[src/hdl/vau_pkg.sv]
package vau_pkg;

  localparam int FIELD_BITS = 32;
  localparam int OPND_BITS  = 33;
  localparam int IN_BITS    = 232;
  localparam int OUT_BITS   = 136;
  localparam int QUEUE_DEPTH = 4;
  localparam int QUEUE_PTR_BITS = 2;

  typedef enum logic [3:0] {
    MODE_ADD   = 4'd0,
    MODE_SUB   = 4'd1,
    MODE_MUL   = 4'd2,
    MODE_LERP  = 4'd3,
    MODE_DOT   = 4'd4,
    MODE_CROSS = 4'd5,
    MODE_MAG   = 4'd6,
    MODE_DIST  = 4'd7,
    MODE_NORM  = 4'd8,
    MODE_SCALE = 4'd9
  } mode_e;

  typedef enum logic [1:0] {
    ST_OK   = 2'd0,
    ST_SAT  = 2'd1,
    ST_DIVZ = 2'd2
  } status_e;

  typedef struct packed {
    mode_e                         mode;
    logic [2:0][OPND_BITS-1:0]     a;
    logic [2:0][OPND_BITS-1:0]     b;
    logic [2:0][OPND_BITS-1:0]     x0;
    logic [2:0][OPND_BITS-1:0]     y0;
    logic [2:0][OPND_BITS-1:0]     x1;
    logic [2:0][OPND_BITS-1:0]     y1;
  } vau_op_t;

  typedef struct packed {
    logic valid;
    logic ready;
  } vau_hs_t;

endpackage

[src/hdl/vau_queue.sv]
module vau_queue (
  input  logic              clk_i,
  input  logic              rst_ni,
  input  vau_pkg::vau_hs_t  push_hs_i,
  output logic              push_ready_o,
  input  vau_pkg::vau_op_t  push_op_i,
  output logic              pop_valid_o,
  input  logic              pop_ready_i,
  output vau_pkg::vau_op_t  pop_op_o
);
  import vau_pkg::*;

  vau_op_t mem [QUEUE_DEPTH];
  logic [QUEUE_PTR_BITS-1:0] wr_q, wr_d, rd_q, rd_d;
  logic [QUEUE_PTR_BITS:0]   cnt_q, cnt_d;
  logic push, pop;

  assign push_ready_o = (cnt_q != QUEUE_PTR_BITS'(0) + (QUEUE_PTR_BITS+1)'(QUEUE_DEPTH));
  assign pop_valid_o  = (cnt_q != '0);
  assign push = push_hs_i.valid && push_ready_o;
  assign pop  = pop_valid_o && pop_ready_i;
  assign pop_op_o = mem[rd_q];

  always_comb begin
    wr_d  = push ? wr_q + 1'b1 : wr_q;
    rd_d  = pop ? rd_q + 1'b1 : rd_q;
    cnt_d = cnt_q + (QUEUE_PTR_BITS+1)'(push) - (QUEUE_PTR_BITS+1)'(pop);
  end

  always_ff @(posedge clk_i or negedge rst_ni) begin
    if (!rst_ni) begin
      wr_q  <= '0;
      rd_q  <= '0;
      cnt_q <= '0;
    end else begin
      wr_q  <= wr_d;
      rd_q  <= rd_d;
      cnt_q <= cnt_d;
    end
  end

  always_ff @(posedge clk_i) begin
    if (push) begin
      mem[wr_q] <= push_op_i;
    end
  end

endmodule

[config.mk]
export PLATFORM = sky130hd
export DESIGN_NAME = vau_queue
export DESIGN_NICKNAME = d
export VERILOG_FILES = /design/src/hdl/vau_pkg.sv /design/src/hdl/vau_queue.sv
export SDC_FILE = /design/constraint.sdc
export NUM_CORES = 2
export LEC_CHECK = 0
export BUFFER_PORTS_ARGS = -buffer_cell sky130_fd_sc_hd__buf_2
export CORE_MARGIN = 10
export CORE_UTILIZATION = 43
export DETAILED_ROUTE_END_ITERATION = 6
export PLACE_DENSITY = 0.63
export SYNTH_ARGS = -nofsm -noshare
export SYNTH_HDL_FRONTEND = slang
export SYNTH_SLANG_ARGS = --single-unit
[constraint.sdc]
create_clock -name clk_i -period 21.6 [get_ports clk_i]
set_clock_uncertainty 0.2 [all_clocks]
set_input_delay 2.16 -clock clk_i [delete_from_list [all_inputs] [get_ports clk_i]]
set_output_delay 2.16 -clock clk_i [all_outputs]
set_load 0.02 [all_outputs]
* Word-level counts from Yosys, hierarchy flattened *
Memory sizes are Yosys's and may differ from the RTL's.
Index checks and enable logic that the tools add are counted.

word-level totals
  register bits = 7
  memory bits (writable) = 2392
  output and inout port bits = 600
  logic and storage cells = 14
  memories = 1

memories
  name  words  bits a word  read ports  clocked after Yosys merged registers in  write ports  line             source
  mem   4      598          1           0                                        1            vau_queue.sv:13  vau_op_t mem [QUEUE_DEPTH];

cells by class
  add/sub/neg operators = 4
  eq/ne operators = 1
  muxes and demuxes = 2
  reductions and logical operators = 3

operators by type and width
  operator                                                        count
  2-bit by 1-bit adder with 2-bit output (second input constant)  2
  3-bit by 1-bit adder with 3-bit output                          1
  3-bit != test (second input constant)                           1
  3-bit nonzero test                                              1
  3-bit by 1-bit subtractor with 3-bit output                     1
  1-bit logical AND                                               2
  1-bit two-way mux                                               2

* Depth between registers and ports, before layout *
  depth after elaboration = 4
  mapped depth = 9
  depth with buffers taken out = 9

* Least setup slack after synthesis *
OpenSTA, ideal clock, no wires.

  kind = input-to-reg
  start point = input port push_hs_i[1] (netlist name)
  end point = memory mem[0][0] (netlist name) (enable)
  arrival = 15.725 ns
  data required time = 20.352 ns
  slack = 4.628 ns
  stages = 1
  buffers on the path = 0
  path through = and3b_1

on the way
  longest elaborated chain between the ends = 3

ends and longest elaborated chain
  element                                  line             source
  start: declaration                       vau_queue.sv:4   input vau_pkg::vau_hs_t push_hs_i,
  1-bit logical AND                        vau_queue.sv:20  assign push = push_hs_i.valid && push_ready_o;
  1-bit two-way mux                        vau_queue.sv:43  if (push) begin
  1-bit two-way mux (not written as such)  vau_queue.sv:44  mem[wr_q] <= push_op_i;
  end: declaration                         vau_queue.sv:13

Every way passes these cells.

==> results.py <==
metrics = {
    "run_status": {
        "status": "finished, final reports clean",
    },
    "worst_hold_path": {
        "whs_path_depth": 2,
        "hold_path_class": "reg2reg",
        "whs_endpoint": "wr_q[1]",
        "hold_start": "wr_q[1]",
    },
    "die": {
        "fp.coreArea_sq_um": 202000,
        "rows": 165,
        "die_x_microns": 471,
        "die_h_microns": 471,
        "io_pins": 1203,
        "dieArea_sq_um": 222000,
        "initial_core_util_pct": 43.3,
    },
    "pwr": {
        "power.static_leakage_uw": 0.0345,
        "power_density_nw_per_um2": 148,
        "finalPower_uw": 15300,
        "internal_power_uw": 10100,
        "clockPowerShare_pct": 25.4,
        "p_sw_share_pct": 33.6,
        "ir_drop_v": 0.000106,
        "net-switching-power_uw": 5140,
        "pwr-share-seq_pct": 41.5,
        "combPwrFrac_pct": 33.1,
    },
    "logic_synthesis": {
        "ys_warn_count": 0,
        "yosys-top-cells-count": "edfxtp_1 (2392), mux4_2 (598), buf_12 (66)",
        "ys_ff_latch": 2399,
        "yosysMostFrequentCell": "edfxtp_1",
        "synth_top_area_share_pct": 82.2,
        "synth_flop_cell": "edfxtp_1",
        "synth_edf_count": 2392,
        "synth-seq-area-share_pct": 82.4,
        "synthTopCellsByArea": "edfxtp_1 (82%), mux4_2 (15%), buf_12 (1.5%), buf_2 (0.32%), dfrtp_1 (0.20%)",
        "netlist_area_sq_um": 87400,
        "avgSynthCellArea_sq_um": 27.6,
        "synth_cells": 3165,
        "synthArstFlopShare_pct": 0.292,
        "synth_fp_nets": 3775,
        "synth_top_area_cell": "edfxtp_1",
        "synth.distinct_cells": 22,
    },
    "worst_setup_path": {
        "cp_max_fo": 105,
        "crit_path_frequent_cell": "buf_4",
        "end_kind": "output port",
        "rr_startpoint": "cnt_q[1]",
        "critical_path.slowest_cell": "dfrtp_4",
        "cp.required_ns": 19.24,
        "crit_type": "reg2out",
        "critPathArrivalTime_ns": 5.26,
        "r2r_end": "mem[0][27]",
        "cp-start-kind": "register",
        "r2r_cells": 6,
        "crit_chain": "buf_12, buf_4, buf_4, mux4_2, buf_2",
        "r2r_slack_ns": 16.46,
        "max_stage_delay_ns": 1.00,
    },
    "finish": {
        "syn_to_final_growth_pct": 18.0,
        "fillerInstances": 15821,
        "final_util_pct": 51.0,
        "nets": 5123,
        "drive_above_1_share_pct": 46.1,
    },
    "sta": {
        "worst_pin_slew_ns": 1.10,
        "hold_violations": 0,
        "slew_violations": 0,
        "whs_ns": 0.386,
        "final.setup.tns_ns": 0,
        "min_period_over_period_pct": 35.3,
        "setup_ws_ns": 13.98,
        "setup_viol": 0,
        "rsz0062_at_grt": "false",
        "slew_headroom_pct": 26.7,
        "timing.fmax_mhz": 131,
        "fin_crit_ns": 7.62,
    },
    "detailed_routing": {
        "viasPerCell": 5.38,
        "vias": 39997,
        "drtAntennaViolNets": 0,
        "wirelength_mm": 218,
        "wl_per_cell_microns": 29.3,
        "drt_iter0_drc": 3685,
        "first_pass_iters": 5,
        "drc": 0,
    },
    "clocking": {
        "post_cts.repair.setup_buffers": 0,
        "cts_buffer_depth": 3,
        "cts_hold_buf": 0,
        "clk_pin_slew_worst_paths_ns": 0.06,
        "numCtsBuffers": 232,
        "clock_latency_ns": 0.81,
        "cts-root-buf": "clkbuf_16",
        "cts_resized": 0,
        "cts_tree": "yes",
        "htreeDepth": 4,
        "clock-sinks": 2399,
    },
    "global_route": {
        "grt_pass1_wl_mm": 308,
        "grt_pass1_vias": 40937,
        "antenna_found_initial": 177,
        "grt_max_degree": 151,
        "track_usage_pct": 19.2,
        "grt_overflow": 0,
    },
    "placed_design": {
        "post-place-ws_ns": 14.56,
        "hpwl_mm": 147,
        "routabilityCongestion": 0.780,
        "port_buffers": 1201,
    },
    "job": {
        "cap_viol_max_count": 0,
    },
}
cell usage in the layout (no fill, tap or decap):
| cell | netlist | layout |
|---|---|---|
| inv_1 | 6 | 6 |
| o31a_1 | 1 | 1 |
| inv_16 | 0 | 1 |
| nand2_1 | 1 | 1 |
| dfrtp_4 | 0 | 2 |
| buf_12 | 66 | 15 |
| clkinv_1 | 0 | 51 |
| xnor2_1 | 3 | 3 |
| diode_2 | 0 | 65 |
| xor2_1 | 1 | 1 |
| o311ai_0 | 1 | 1 |
| mux4_2 | 598 | 598 |
| clkinv_2 | 0 | 41 |
| clkbuf_16 | 0 | 234 |
| edfxtp_1 | 2392 | 2392 |
| buf_4 | 1 | 32 |
| fa_1 | 1 | 1 |
| o211ai_1 | 2 | 2 |
| and3b_4 | 0 | 4 |
| clkinv_16 | 0 | 4 |
| nand4bb_1 | 2 | 2 |
| clkinvlp_4 | 0 | 7 |
| or3_1 | 1 | 1 |
| buf_2 | 56 | 1201 |
| inv_6 | 0 | 4 |
| dfrtp_1 | 7 | 5 |
| nor3b_1 | 1 | 1 |
| clkinv_4 | 0 | 3 |
| ha_1 | 6 | 6 |
| nand2b_1 | 4 | 4 |
| bufinv_16 | 0 | 20 |
| clkinv_8 | 0 | 1 |
| clkbuf_1 | 10 | 55 |
routing by layer:
metal / part of all wire, % / vias up / wire (microns) / GRT usage (%)
met4: 3.0 / 112 / 6550 / 4.96
li1: - / 16711 / - / -
met5: 0.30 / - / 659 / 0
met1: 36 / 20932 / 78700 / 23.2
met2: 49 / 1732 / 106000 / 31.4
met3: 12 / 510 / 25600 / 8.77
kinds of logic (layout without fill, tap and decap cells):
kind of cell,Yosys count,in the layout,share of synthesized area (%)
flip-flops,2399,2399,82.4
multiplexers,598,598,15.4
XOR/XNOR,4,4,0.0401
other,0,65,0
adder cells (fa/ha/maj),7,7,0.109
buffers and inverters,140,1675,1.92
AO/OA/AOI/OAI,4,4,0.0372
AND/OR/NAND/NOR,13,13,0.114
worst max path at each step:
stage                       startpoint             to  slack, ns  cells after the start
after floorplan           push_hs_i[1]      mem[0][0]       4.63                      1
after global placement         rd_q[0]  pop_op_o[366]      14.56                      5
after detailed placement       rd_q[0]  pop_op_o[366]      14.56                      5
after CTS                      rd_q[0]  pop_op_o[366]      13.63                      5
after global routing           rd_q[0]  pop_op_o[366]      13.39                      5
final                          rd_q[0]  pop_op_o[366]      13.98                      5
metrics by stage:
step	area (sq um)	cells
3_5_place_dp	95700	6951
4_1_cts	103000	7372
2_1_floorplan	87400	3165
5_1_grt	103000	7385
6_report	103000	7437
3_3_place_gp	95700	6951
power groups by stage:
stage,logic (uW),registers [uW],clock network (uW)
detailed placement,5170,6440,0
global route,5350,6410,4170
CTS,5180,6350,3970
global placement,5180,6390,0
finish,5050,6330,3890
floorplan,3460,7000,0
critical path: cells and delay by family, from the launching register on:
family   cells  cell delay (ns)
mux          1             0.71
flops        1             1.00
buf+inv      4             2.49
registers in the layout, indices dropped and copies added (netlist names):
name and cells:
mem 2392, cnt_q 3, rd_q 2, wr_q 2
cell type report:
cell class	instances	area [sq um]	share of cell area, %
Sequential cell	2399	72000	69.8
Multi-Input combinational cell	626	13700	13.3
Tap cell	2672	3340	3.24
Clock buffer	289	6060	5.88
Inverter	6	22.5	0.0218
Timing Repair Buffer	1248	6550	6.35
Antenna cell	65	163	0.158
Clock inverter	132	1270	1.23
Note: power is estimated with default switching activity, not from simulation.
